===== config.mk =====
export PLATFORM = sky130hd
export DESIGN_NAME = linear_predictive_quantizer_flat
export DESIGN_NICKNAME = d
export VERILOG_FILES = /design/src/rtl/lpq_pkg.sv /design/src/rtl/lpq_if.sv /design/src/rtl/lpq_div.sv /design/src/rtl/linear_predictive_quantizer.sv /design/src/flat_wrapper.sv
export SDC_FILE = /design/constraint.sdc
export NUM_CORES = 2
export LEC_CHECK = 0
export ABC_AREA = 1
export BUFFER_PORTS_ARGS = -buffer_cell sky130_fd_sc_hd__buf_2
export CAP_MARGIN = 20
export CORE_AREA = 5 5 327 265
export DETAILED_ROUTE_END_ITERATION = 16
export DIE_AREA = 0 0 332 270
export PLACE_DENSITY = 0.72
export SYNTH_ARGS = -nofsm -noshare
export SYNTH_HDL_FRONTEND = slang
export SYNTH_SLANG_ARGS = --single-unit
export TNS_END_PERCENT = 50

===== constraint.sdc =====
create_clock -name clk_i -period 7.2 [get_ports clk_i]
set_input_delay 0.36 -clock clk_i [delete_from_list [all_inputs] [get_ports clk_i]]
set_output_delay 0.36 -clock clk_i [all_outputs]
set_load 0.01 [all_outputs]

===== src/rtl/lpq_pkg.sv =====
// Package for the linear predictive quantizer: value format constants,
// shared types and the request/response structs of the iterative divider.
// No dependencies.
package lpq_pkg;

  localparam int unsigned VALUE_BITS   = 40;
  localparam int unsigned FRAC_BITS    = 30;
  localparam int unsigned STEP_BITS    = VALUE_BITS - 1;
  localparam int unsigned CODE_BITS    = 32;
  localparam int unsigned COUNT_BITS   = 32;
  localparam int unsigned QMAG_BITS    = VALUE_BITS + 1;
  localparam int unsigned CMP_BITS     = (QMAG_BITS > CODE_BITS + 1) ? QMAG_BITS
                                                                     : CODE_BITS + 1;
  localparam int unsigned PROD_BITS    = STEP_BITS + CODE_BITS;
  localparam int unsigned SUM_BITS     = VALUE_BITS + 3;
  localparam int unsigned DIV_CNT_BITS = $clog2(VALUE_BITS + 1);

  typedef logic signed [VALUE_BITS-1:0] value_t;
  typedef logic [STEP_BITS-1:0]         step_t;
  typedef logic signed [CODE_BITS-1:0]  code_t;
  typedef logic [COUNT_BITS-1:0]        count_t;

  localparam value_t VALUE_MAX = {1'b0, {(VALUE_BITS-1){1'b1}}};
  localparam value_t VALUE_MIN = {1'b1, {(VALUE_BITS-1){1'b0}}};

  // 2.0 in the value format, clamped when the format cannot hold it
  localparam value_t CONST_TWO = (FRAC_BITS + 1 >= VALUE_BITS - 1) ? VALUE_MAX
                                 : value_t'(64'd1 << (FRAC_BITS + 1));

  localparam step_t STEP_RESET = step_t'(64'd21474);

  typedef struct packed {
    logic                  start;
    logic [VALUE_BITS-1:0] dividend;
    step_t                 divisor;
  } div_req_t;

  typedef struct packed {
    logic                  busy;
    logic                  done;
    logic [VALUE_BITS-1:0] quotient;
    step_t                 remainder;
  } div_rsp_t;

endpackage


===== src/rtl/lpq_if.sv =====
// Valid/ready channel interfaces of the linear predictive quantizer:
// sample input, result output and step configuration. Uses lpq_pkg.

interface lpq_sample_if;
  logic                 valid;
  logic                 ready;
  lpq_pkg::value_t      sample;
  modport source (output valid, output sample, input ready);
  modport sink   (input valid, input sample, output ready);
endinterface

interface lpq_result_if;
  logic                 valid;
  logic                 ready;
  lpq_pkg::code_t       quant_code;
  lpq_pkg::value_t      rebuilt_value;
  logic                 zero_code;
  lpq_pkg::count_t      item_count;
  lpq_pkg::count_t      zero_count;
  modport source (output valid, output quant_code, output rebuilt_value,
                  output zero_code, output item_count, output zero_count,
                  input ready);
  modport sink   (input valid, input quant_code, input rebuilt_value,
                  input zero_code, input item_count, input zero_count,
                  output ready);
endinterface

interface lpq_cfg_if;
  logic                 valid;
  logic                 ready;
  lpq_pkg::step_t       quant_step;
  modport source (output valid, output quant_step, input ready);
  modport sink   (input valid, input quant_step, output ready);
endinterface


===== src/rtl/lpq_div.sv =====
// Radix-2 restoring divider, one quotient bit per cycle, used by the
// quantizer sequencer. Uses lpq_pkg (div_req_t / div_rsp_t).
module lpq_div (
  input  logic              clk_i,
  input  logic              rst_ni,
  input  lpq_pkg::div_req_t req_i,
  output lpq_pkg::div_rsp_t rsp_o
);

  localparam int unsigned VW   = lpq_pkg::VALUE_BITS;
  localparam int unsigned CntW = lpq_pkg::DIV_CNT_BITS;

  logic            busy_q;
  logic            done_q;
  logic [CntW-1:0] cnt_q;
  logic [VW-1:0]   quo_q;
  lpq_pkg::step_t  rem_q;
  lpq_pkg::step_t  divisor_q;

  logic [VW-1:0]   trial;
  logic [VW-1:0]   diff;
  logic            ge;

  always_comb begin
    trial = {rem_q, quo_q[VW-1]};
    ge    = trial >= {1'b0, divisor_q};
    diff  = trial - {1'b0, divisor_q};
  end

  always_ff @(posedge clk_i or negedge rst_ni) begin
    if (!rst_ni) begin
      busy_q <= 1'b0;
      done_q <= 1'b0;
      cnt_q  <= '0;
    end else begin
      done_q <= 1'b0;
      if (req_i.start) begin
        busy_q <= 1'b1;
        cnt_q  <= CntW'(VW);
      end else if (busy_q) begin
        cnt_q <= cnt_q - CntW'(1);
        if (cnt_q == CntW'(1)) begin
          busy_q <= 1'b0;
          done_q <= 1'b1;
        end
      end
    end
  end

  // datapath: quotient bits shift in where dividend bits shift out
  always_ff @(posedge clk_i) begin
    if (req_i.start) begin
      quo_q     <= req_i.dividend;
      rem_q     <= '0;
      divisor_q <= req_i.divisor;
    end else if (busy_q) begin
      quo_q <= {quo_q[VW-2:0], ge};
      rem_q <= ge ? diff[VW-2:0] : trial[VW-2:0];
    end
  end

  assign rsp_o.busy      = busy_q;
  assign rsp_o.done      = done_q;
  assign rsp_o.quotient  = quo_q;
  assign rsp_o.remainder = rem_q;

`ifndef NO_ASSERTIONS
  a_rem_below_divisor: assert property (@(posedge clk_i) disable iff (!rst_ni)
    (done_q && divisor_q != '0) |-> (rem_q < divisor_q))
    else $error("divider remainder not below divisor");

  a_done_after_busy: assert property (@(posedge clk_i) disable iff (!rst_ni)
    $rose(done_q) |-> $past(busy_q))
    else $error("divider done without a running division");

  a_busy_done_excl: assert property (@(posedge clk_i) disable iff (!rst_ni)
    busy_q |-> !done_q)
    else $error("divider busy and done together");
`endif

endmodule


===== src/rtl/linear_predictive_quantizer.sv =====
// Linear predictive error-bounded quantizer, top level: sequencer around the
// single iterative divider. Uses lpq_pkg, lpq_if.sv interfaces and lpq_div.
//
// Usage:
//  - sample_i (valid/ready): one signed Q10.30 sample per item. ready is high
//    only while the sequencer is idle; one item is worked on at a time.
//  - result_o (valid/ready): one result per item: quantization code,
//    reconstruction, zero-code flag and saturating item / zero-code counts.
//  - cfg_i (valid/ready): writes quant_step; ready is always high. Write
//    only while no item is in flight and no result is waiting.
//  - Sequence: an accepted item goes through prediction, residual, one
//    divider iteration per quotient bit plus start/finish, round and rebuild;
//    a zero step skips the divider. The next item is accepted the cycle after
//    the result is registered, so items do not overlap; with a nonzero step the
//    one-bit-per-cycle restoring divider sets the time per item.
//  - The result sits in an output register: a new item is taken while an
//    unclaimed result waits, and the sequencer holds in its rebuild step only
//    if the previous result is still not taken when the next one is ready.
//  - Reset (rst_ni, async, active low): history reads 2.0 with no sample
//    seen, counts cleared, quant_step back to its reset value, channels idle.
module linear_predictive_quantizer (
  input  logic                 clk_i,
  input  logic                 rst_ni,
  lpq_cfg_if.sink              cfg_i,
  lpq_sample_if.sink           sample_i,
  lpq_result_if.source         result_o
);

  localparam int unsigned VW    = lpq_pkg::VALUE_BITS;
  localparam int unsigned QmW   = lpq_pkg::QMAG_BITS;
  localparam int unsigned CmpW  = lpq_pkg::CMP_BITS;
  localparam int unsigned ProdW = lpq_pkg::PROD_BITS;
  localparam int unsigned SumW  = lpq_pkg::SUM_BITS;
  localparam int unsigned CodeW = lpq_pkg::CODE_BITS;

  // history phase codes
  localparam logic [1:0] PH_NONE = 2'd0;
  localparam logic [1:0] PH_ONE  = 2'd1;
  localparam logic [1:0] PH_TWO  = 2'd2;

  // code magnitude limits: 2^31-1 for positive, 2^31 for negative residuals
  localparam logic [CmpW-1:0] POS_LIM = CmpW'((64'd1 << (CodeW - 1)) - 64'd1);
  localparam logic [CmpW-1:0] NEG_LIM = CmpW'(64'd1 << (CodeW - 1));

  typedef enum logic [2:0] {
    S_IDLE,
    S_PRED,
    S_RESID,
    S_DIV,
    S_ROUND,
    S_REBUILD
  } state_e;

  state_e            state_q;
  logic [1:0]        phase_q;
  lpq_pkg::value_t   last_q;
  lpq_pkg::value_t   older_q;
  lpq_pkg::step_t    step_q;
  lpq_pkg::count_t   items_q;
  lpq_pkg::count_t   zeros_q;

  lpq_pkg::value_t   samp_q;
  lpq_pkg::value_t   pred_q;
  logic [VW-1:0]     rmag_q;
  logic              rneg_q;
  logic [CodeW-1:0]  qsat_q;
  logic [VW:0]       prod_q;

  logic              out_valid_q;
  lpq_pkg::code_t    out_code_q;
  lpq_pkg::value_t   out_rebuilt_q;
  logic              out_zero_q;
  lpq_pkg::count_t   out_items_q;
  lpq_pkg::count_t   out_zeros_q;

  lpq_pkg::div_req_t div_req;
  lpq_pkg::div_rsp_t div_rsp;

  // combinational step values
  logic                     step_nz;
  logic signed [SumW-1:0]   lin_sum;
  lpq_pkg::value_t          pred_c;
  logic signed [VW:0]       resid;
  logic [VW-1:0]            rmag_c;
  logic                     round_up;
  logic [QmW-1:0]           qmag;
  logic [CmpW-1:0]          qlim;
  logic                     qover;
  logic [CodeW-1:0]         qsat_c;
  logic [ProdW-1:0]         prod_wide;
  logic [VW:0]              prod_c;
  logic signed [SumW-1:0]   rb_sum;
  lpq_pkg::value_t          rebuilt_c;
  lpq_pkg::code_t           code_c;
  logic                     zero_c;
  lpq_pkg::count_t          items_d;
  lpq_pkg::count_t          zeros_d;
  logic                     out_free;
  logic                     out_load;

  function automatic lpq_pkg::value_t sat_value(input logic signed [SumW-1:0] x);
    lpq_pkg::value_t r;
    if (x > SumW'(lpq_pkg::VALUE_MAX)) begin
      r = lpq_pkg::VALUE_MAX;
    end else if (x < SumW'(lpq_pkg::VALUE_MIN)) begin
      r = lpq_pkg::VALUE_MIN;
    end else begin
      r = x[VW-1:0];
    end
    return r;
  endfunction

  always_comb begin
    step_nz = step_q != '0;

    // prediction: 2.0 with no history, last after one sample, else 2*last - older, saturated
    lin_sum = (SumW'(last_q) <<< 1) - SumW'(older_q);
    case (phase_q)
      PH_NONE: pred_c = lpq_pkg::CONST_TWO;
      PH_ONE:  pred_c = last_q;
      default: pred_c = sat_value(lin_sum);
    endcase

    // residual as sign and magnitude
    resid  = (VW+1)'(samp_q) - (VW+1)'(pred_q);
    rmag_c = resid[VW] ? VW'(-resid) : resid[VW-1:0];

    // round half away from zero: 2*rem >= step
    round_up = step_nz && ({div_rsp.remainder, 1'b0} >= {1'b0, step_q});
    qmag     = step_nz ? (QmW'(div_rsp.quotient) + QmW'(round_up)) : '0;
    qlim     = rneg_q ? NEG_LIM : POS_LIM;
    qover    = CmpW'(qmag) > qlim;
    qsat_c   = qover ? qlim[CodeW-1:0] : CodeW'(CmpW'(qmag));

    // step * code: exact from the division when not clamped, otherwise
    // step * 2^31 (minus one step for positive), clamped past the value range
    prod_wide = (ProdW'(step_q) << (CodeW - 1)) - (rneg_q ? '0 : ProdW'(step_q));
    if (!step_nz) begin
      prod_c = '0;
    end else if (qover) begin
      prod_c = (|prod_wide[ProdW-1:VW+1]) ? '1 : prod_wide[VW:0];
    end else begin
      prod_c = (VW+1)'(rmag_q) - (VW+1)'(div_rsp.remainder)
             + (round_up ? (VW+1)'(step_q) : '0);
    end

    // reconstruction
    rb_sum    = rneg_q ? (SumW'(pred_q) - SumW'(prod_q)) : (SumW'(pred_q) + SumW'(prod_q));
    rebuilt_c = sat_value(rb_sum);
    code_c    = rneg_q ? -qsat_q : qsat_q;
    zero_c    = qsat_q == '0;
    items_d   = items_q + ((items_q != '1) ? lpq_pkg::COUNT_BITS'(1) : '0);
    zeros_d   = zeros_q + ((zero_c && zeros_q != '1) ? lpq_pkg::COUNT_BITS'(1) : '0);
    out_free  = !out_valid_q || result_o.ready;
    out_load  = (state_q == S_REBUILD) && out_free;

    div_req.start    = (state_q == S_RESID) && step_nz;
    div_req.dividend = rmag_c;
    div_req.divisor  = step_q;
  end

  lpq_div u_div (
    .clk_i  (clk_i),
    .rst_ni (rst_ni),
    .req_i  (div_req),
    .rsp_o  (div_rsp)
  );

  // sequencer, history, counters and output register
  always_ff @(posedge clk_i or negedge rst_ni) begin
    if (!rst_ni) begin
      state_q       <= S_IDLE;
      phase_q       <= PH_NONE;
      last_q        <= lpq_pkg::CONST_TWO;
      older_q       <= lpq_pkg::CONST_TWO;
      step_q        <= lpq_pkg::STEP_RESET;
      items_q       <= '0;
      zeros_q       <= '0;
      out_valid_q   <= 1'b0;
      out_code_q    <= '0;
      out_rebuilt_q <= '0;
      out_zero_q    <= 1'b0;
      out_items_q   <= '0;
      out_zeros_q   <= '0;
    end else begin
      if (cfg_i.valid) begin
        step_q <= cfg_i.quant_step;
      end
      if (out_valid_q && result_o.ready && !out_load) begin
        out_valid_q <= 1'b0;
      end
      case (state_q)
        S_IDLE: begin
          if (sample_i.valid) begin
            state_q <= S_PRED;
          end
        end
        S_PRED:  state_q <= S_RESID;
        S_RESID: state_q <= step_nz ? S_DIV : S_ROUND;
        S_DIV: begin
          if (div_rsp.done) begin
            state_q <= S_ROUND;
          end
        end
        S_ROUND: state_q <= S_REBUILD;
        S_REBUILD: begin
          if (out_free) begin
            out_valid_q   <= 1'b1;
            out_code_q    <= code_c;
            out_rebuilt_q <= rebuilt_c;
            out_zero_q    <= zero_c;
            out_items_q   <= items_d;
            out_zeros_q   <= zeros_d;
            items_q       <= items_d;
            zeros_q       <= zeros_d;
            older_q       <= last_q;
            last_q        <= rebuilt_c;
            if (phase_q == PH_NONE) begin
              phase_q <= PH_ONE;
            end else begin
              phase_q <= PH_TWO;
            end
            state_q <= S_IDLE;
          end
        end
        default: state_q <= S_IDLE;
      endcase
    end
  end

  // per-item working registers
  always_ff @(posedge clk_i) begin
    if (state_q == S_IDLE && sample_i.valid) begin
      samp_q <= sample_i.sample;
    end
    if (state_q == S_PRED) begin
      pred_q <= pred_c;
    end
    if (state_q == S_RESID) begin
      rmag_q <= rmag_c;
      rneg_q <= resid[VW];
    end
    if (state_q == S_ROUND) begin
      qsat_q <= qsat_c;
      prod_q <= prod_c;
    end
  end

  assign sample_i.ready         = state_q == S_IDLE;
  assign cfg_i.ready            = 1'b1;
  assign result_o.valid         = out_valid_q;
  assign result_o.quant_code    = out_code_q;
  assign result_o.rebuilt_value = out_rebuilt_q;
  assign result_o.zero_code     = out_zero_q;
  assign result_o.item_count    = out_items_q;
  assign result_o.zero_count    = out_zeros_q;

`ifndef NO_ASSERTIONS
  a_zero_flag: assert property (@(posedge clk_i) disable iff (!rst_ni)
    out_valid_q |-> (out_zero_q == (out_code_q == '0)))
    else $error("zero_code does not match quant_code");

  a_zero_step: assert property (@(posedge clk_i) disable iff (!rst_ni)
    ($rose(out_valid_q) && step_q == '0) |-> out_zero_q)
    else $error("nonzero code with zero step");

  a_div_running: assert property (@(posedge clk_i) disable iff (!rst_ni)
    (state_q == S_DIV) |-> (div_rsp.busy || div_rsp.done))
    else $error("waiting on divider that is not running");

  a_idle_div: assert property (@(posedge clk_i) disable iff (!rst_ni)
    sample_i.ready |-> !div_rsp.busy)
    else $error("input ready while divider busy");
`endif

endmodule

===== src/flat_wrapper.sv =====
// flat-port wrapper written by rule: the top's interface ports become plain ports
module linear_predictive_quantizer_flat 
  (clk_i, rst_ni, cfg_i_valid, cfg_i_quant_step, cfg_i_ready, sample_i_valid, sample_i_sample, sample_i_ready, result_o_valid, result_o_quant_code, result_o_rebuilt_value, result_o_zero_code, result_o_item_count, result_o_zero_count, result_o_ready);
  lpq_cfg_if cfg_i_i ();
  lpq_sample_if sample_i_i ();
  lpq_result_if result_o_i ();
  input  logic clk_i;
  input  logic rst_ni;
  input wire logic [$bits(cfg_i_i.valid)-1:0] cfg_i_valid;
  input wire logic [$bits(cfg_i_i.quant_step)-1:0] cfg_i_quant_step;
  output wire logic [$bits(cfg_i_i.ready)-1:0] cfg_i_ready;
  input wire logic [$bits(sample_i_i.valid)-1:0] sample_i_valid;
  input wire logic [$bits(sample_i_i.sample)-1:0] sample_i_sample;
  output wire logic [$bits(sample_i_i.ready)-1:0] sample_i_ready;
  output wire logic [$bits(result_o_i.valid)-1:0] result_o_valid;
  output wire logic [$bits(result_o_i.quant_code)-1:0] result_o_quant_code;
  output wire logic [$bits(result_o_i.rebuilt_value)-1:0] result_o_rebuilt_value;
  output wire logic [$bits(result_o_i.zero_code)-1:0] result_o_zero_code;
  output wire logic [$bits(result_o_i.item_count)-1:0] result_o_item_count;
  output wire logic [$bits(result_o_i.zero_count)-1:0] result_o_zero_count;
  input wire logic [$bits(result_o_i.ready)-1:0] result_o_ready;
  assign cfg_i_i.valid = cfg_i_valid;
  assign cfg_i_i.quant_step = cfg_i_quant_step;
  assign cfg_i_ready = cfg_i_i.ready;
  assign sample_i_i.valid = sample_i_valid;
  assign sample_i_i.sample = sample_i_sample;
  assign sample_i_ready = sample_i_i.ready;
  assign result_o_valid = result_o_i.valid;
  assign result_o_quant_code = result_o_i.quant_code;
  assign result_o_rebuilt_value = result_o_i.rebuilt_value;
  assign result_o_zero_code = result_o_i.zero_code;
  assign result_o_item_count = result_o_i.item_count;
  assign result_o_zero_count = result_o_i.zero_count;
  assign result_o_i.ready = result_o_ready;
  linear_predictive_quantizer u_core (.clk_i(clk_i), .rst_ni(rst_ni), .cfg_i(cfg_i_i), .sample_i(sample_i_i), .result_o(result_o_i));
endmodule

## Word level (Yosys, flattened, before mapping)

Index checks and enable logic that the tools add are counted.

- Output and inout bits: 140
- Register bits: 582
- Logic and storage cells: 111

- Order comparisons: 7
- Muxes and demuxes: 37
- Eq/ne operators: 12
- Reductions and logical operators: 18
- Add/sub/neg operators: 14

Operators by type and width:

| operator | number |
|---|---|
| 40-bit two-way mux | 7 |
| 41-bit two-way mux | 3 |
| 39-bit two-way mux | 3 |
| 32-bit two-way mux | 3 |
| 43-bit by 40-bit greater-than comparator with 1-bit output (second input constant) | 2 |
| 43-bit by 40-bit less-than comparator with 1-bit output (second input constant) | 2 |
| 40-bit by 39-bit greater-or-equal comparator with 1-bit output | 2 |
| 40-bit one-hot mux with 2 select lines | 1 |
| 70-bit by 71-bit subtractor with 71-bit output | 1 |
| 32-bit adder | 2 |
| 32-bit inequality test (second input constant) | 2 |
| 40-bit by 42-bit adder with 43-bit output | 1 |
| 43-bit two-way mux | 1 |
| 40-bit by 42-bit subtractor with 43-bit output | 1 |
| 41-bit by 40-bit subtractor with 42-bit output | 1 |
| 40-bit by 1-bit adder with 41-bit output | 1 |
| 41-bit adder | 1 |
| 41-bit greater-than comparator | 1 |
| 40-bit by 39-bit subtractor with 41-bit output | 1 |
| 40-bit by 40-bit subtractor with 41-bit output | 1 |
| 40-bit negator | 1 |
| 39-bit nonzero test | 1 |
| 39-bit subtractor | 1 |
| 32-bit zero test | 1 |
| 23 further kinds | 47 |

## Longest topological paths before layout

- Word-level depth: 8
- Gate-level depth with buffers: 44
- Mapped depth without buffers: 42

## Modules after synthesis

From an unflattened synthesis, not the netlist that was laid out.

- Cell total of the unflattened synthesis: 6,779
- Area total of the unflattened synthesis: 46,390.7 um2

Modules (own cells, without submodules):

| module | area each (um2) | sequential area each (um2) | instances | cells each |
|---|---|---|---|---|
| linear_predictive_quantizer | 38,345.5 | 11,418.5 | 1 | 5,606 |
| lpq_div | 8,045.2 | 3,353.2 | 1 | 1,173 |

## Worst setup path after synthesis

Ideal clock, no wire load.

- Path kind: register -> register
- Start: register u_core.state_q[2]
- End: register u_core.u_div.divisor_q[0], enable pin
- Stages on the path, launching flop included: 6
- Setup time: 419 ps
- Path slack: 852 ps
- Data required time: 6,781 ps
- Arrival time: 5,929 ps
- Cell sequence: dfrtp_1 -> nor3_1 -> nand2_1 -> inv_2 -> clkbuf_1 -> clkbuf_1

RTL lines:

| item | RTL line | text |
|---|---|---|
| start: declaration | linear_predictive_quantizer.sv:54 | `state_e state_q;` |
| start signal: assignment | linear_predictive_quantizer.sv:199 | `S_RESID: state_q <= step_nz ? S_DIV : S_ROUND;` |
| end signal: assignment | lpq_div.sv:55 | `divisor_q <= req_i.divisor;` |
| end: declaration | lpq_div.sv:18 | `lpq_pkg::step_t divisor_q;` |

## Worst setup path after layout

- Start: register u_core.step_q[1]
- End: register u_core.prod_q[35] (data pin)

- Word-level cells in the longest chain between the ends: 6
- Elaborated cells on any way between the ends: 13

Ends and longest elaborated chain:

| item | RTL line | text |
|---|---|---|
| start: declaration | linear_predictive_quantizer.sv:58 | `lpq_pkg::step_t step_q;` |
| start signal: assignment | linear_predictive_quantizer.sv:176 | `step_q <= lpq_pkg::STEP_RESET;` |
| start signal: assignment | linear_predictive_quantizer.sv:187 | `step_q <= cfg_i.quant_step;` |
| 40-bit by 39-bit greater-or-equal comparator with 1-bit output or 39-bit nonzero test (tied branches) | linear_predictive_quantizer.sv:129, linear_predictive_quantizer.sv:114 |  |
| 1-bit logical AND | linear_predictive_quantizer.sv:129 | `round_up = step_nz && ({div_rsp.remainder, 1'b0} >= {1'b0, step_q});` |
| 40-bit by 1-bit adder with 41-bit output | linear_predictive_quantizer.sv:130 | `qmag = step_nz ? (QmW'(div_rsp.quotient) + QmW'(round_up)) : '0;` |
| 41-bit two-way mux | linear_predictive_quantizer.sv:130 |  |
| 41-bit greater-than comparator | linear_predictive_quantizer.sv:132 | `qover = CmpW'(qmag) > qlim;` |
| 41-bit two-way mux | linear_predictive_quantizer.sv:140 | `end else if (qover) begin` |
| end signal: assignment | linear_predictive_quantizer.sv:245 | `prod_q <= prod_c;` |
| end: declaration | linear_predictive_quantizer.sv:67 | `logic [VW:0] prod_q;` |

Parallel ways exist; a longest one is shown, timed or not.
A chain may end at the register's enable or synchronous reset.

==> run metrics <==
Hold Crit Class=in -> reg; WHS Path Cells=3; Setup WS post-layout=approximately 0.27 ns; # port buffers=around 220; RSZ-0062 raised after global routing=false; slowest stage delay, CP=0.54 ns; Setup Skew=~0.045 ns; #FFs+latches synth=543; worst path arrival time=7.36 ns; mux contribution to synthesized area=0%; sequential area share after synthesis=32.6%; Period minus WS final=around 6.9 ns; Detailed Place HPWL=139000 um; critical path required time=7.63 ns; Post-Synth XOR/XNOR Area=6.19%; Max-Cap Viols=1; fill count=around 7900; synthesized area=45300 sq um; # setup viols final=0; post-synth cell types=70; clk slew on worst S/H paths=approximately 0.070 ns; syn_area_per_cell=between 6 and 7 sq um; clk sinks=between 500 and 600; reg2reg setup slack=0.27 ns; FMAX=roughly 140 MHz; gp weighted congestion=about 1.1; worst-skew pair later-pin latency=around 0.68 ns; Placed Instances=7800; ys async rst share=a little over two fifths; total nets after synthesis=around 7000; slew margin rel.=-15.3%; cells after synthesis=6569; ys flop type=edfxtp_1; TritonCTS clock tree=built; Antenna Cells=0; DR vias/cell=between 5 and 6; drc violations=0; Final nets=roughly 7300; Clock Path Buffers=3; Total Neg Setup Slack=0 ns; Area Growth Syn to Fin=12.1%; crit path max fanout=10; Non-Filler Instances=~8000; gr usage total=a little over a third; Crit Path Class=reg -> reg; post-route ant nets=0; die area=between 80000 and 90000 sq um; die width=roughly 330 um; R2R Path Start=u_core.step_q[1]; vias in the first global route=roughly 41000; initial antenna violation count=9; status=complete, but fails checks; initial drt markers=around 6000; Post-Synth Simple-Gate Area=30.0%; most common library cell in the layout ignoring fill and taps=nand2_1; clock buffer count from CTS=59; Site Rows=95; Avg WL per Cell=between 20 and 25 um; Startpoint Class=flip-flop; Slowest cell on crit path=dfstp_2; final wirelength=approximately 170000 um; root buf cell=clkbuf_16; Slew Viols, Final=11; CP Capture Type=flip-flop; largest net degree at the start of global routing=approximately 120; compound-cell area share of the yosys netlist=11.6%; EDFF count, synth=between 200 and 300; Post-Synth Adder-Cell Area=10.0%; layout cells sized above 1=just over 7%; period utilisation layout=about 96%; reg-to-reg endpoint=u_core.prod_q[35]; Crit. Startpoint=u_core.step_q[1]; initial core utilization=54.5%; first-pass GRT wire length=about 250000 um; most frequent cells in the layout=nand2_1 (1914), inv_1 (932), nor2_1 (733); Hold Vio Cnt, Final=0; Post-Place Worst Slack=-0.413 ns; worst hold path startpoint=cfg_i_quant_step[32]; num ports=~220; Reg2Reg Depth=36; total gr overflow=0; Die Ht=about 270 um; area of the core=about 83000 sq um; WHS Endpoint=u_core.step_q[32]; failing checks=capacitance limit, slew limit; htree depth=2; first-pass iteration count of the detailed router=6; largest family of logic cells by synthesized area=simple AND/OR/NAND/NOR gates; worst-margin pin slew=about 1.7 ns; Synth Warn #=0; via count=45900
sequential cells by signal, summed over array words and instances (netlist names), 2 cells and up:
name,cells
u_core.items_q,32
u_core.older_q,40
u_core.phase_q,2
u_core.pred_q,40
u_core.prod_q,41
u_core.qsat_q,32
u_core.result_o.quant_code,32
u_core.result_o.rebuilt_value,40
u_core.rmag_q,40
u_core.samp_q,40
u_core.state_q,3
u_core.step_q,39
u_core.u_div.cnt_q,6
u_core.u_div.divisor_q,39
u_core.u_div.quo_q,40
u_core.u_div.rem_q,39
u_core.zeros_q,32
how the worst max path moves through the flow:
stage / endpoint / depth (start not counted) / slack [ns]
after floorplan: u_core.u_div.divisor_q[0] / 5 / 0.85
after global placement: u_core.qsat_q[0] / 39 / -0.17
after detailed placement: u_core.qsat_q[0] / 39 / -0.41
after CTS: u_core.qsat_q[0] / 39 / 0.07
after global routing: u_core.prod_q[26] / 36 / 0.007
final: u_core.prod_q[35] / 36 / 0.27
through the flow:
stage | utilization [%] | area (sq um) | hold WS, ns
after floorplan | - | 45300 | 0.0644
after global placement | 57.1 | 47500 | 0.465
after detailed placement | 57.2 | 47500 | 0.471
after CTS | 60.6 | 50400 | 0.00348
after global routing | 61.1 | 50800 | 0.0243
final | 61.1 | 50800 | 0.0391
routing by layer:
metal	vias to the layer above	GRT usage (%)	wire, um
li1	21900	-	-
met4	4	11.2	6200
met1	21300	55.4	77600
met2	2432	50.2	67200
met3	313	9.91	20600
met5	-	0	27
worst max-delay path: cells and delay by family (launching register included):
| family | cells | cell delay, ns |
|---|---|---|
| adder cells (fa/ha/maj) | 4 | 0.93 |
| AND/OR/NAND/NOR | 18 | 3.20 |
| flip-flops | 1 | 0.54 |
| buffers and inverters | 5 | 0.58 |
| AO/OA/AOI/OAI | 9 | 1.40 |
final cells by class:
type	count	area [sq um]	share of cell area, %
multi-input cells	4924	26400	52.0
well taps	1115	1400	2.75
inverters	943	3550	6.99
repair buffers	376	2580	5.09
flip-flops and latches	543	14800	29.1
clock inverters	31	310	0.611
clock buffers	81	1750	3.44
cells in the mapped netlist (19+ instances only):
library cell,number,area [sq um]
o21ai_1,19,95.1
dfrtp_1,221,5530
fa_1,43,861
buf_2,26,130
nand4_1,97,607
a21o_1,21,158
inv_1,934,3510
ha_1,293,3670
a21oi_1,382,1910
o211ai_1,26,195
o21a_1,20,150
buf_4,43,323
o21ai_0,399,2000
nand2_1,1919,7200
nor3_1,129,646
nor2_1,740,2780
nor4_1,40,250
nand3_1,281,1410
edfxtp_1,273,8200
o21bai_1,20,150
a31oi_1,37,231
xnor2_1,111,972
dfxtp_1,39,781
nand3b_1,30,225
xor2_1,209,1830
clkbuf_1,82,308
cells by family (layout without fill, tap and decap cells):
family	after synthesis	count (layout)
AND/OR/NAND/NOR	3297	3301
buffers and inverters	1106	1431
AO/OA/AOI/OAI	966	966
flip-flops	543	543
adder cells (fa/ha/maj)	336	336
XOR/XNOR	320	320
other	1	1
repair_timing:
| item | CTS | global route |
|---|---|---|
| gates resized for setup | 8 | 48 |
| cloned | 0 | 7 |
| hold buffers | 80 | 0 |
| endpoints found under the hold margin | 197 | 0 |
| setup endpoints to repair | 73 | 73 |
| pin swaps | 0 | 15 |
| setup buffers | 0 | 14 |
Power is not shown: default switching activity piles up to over one toggle a cycle in this logic, so the estimate is an artifact.
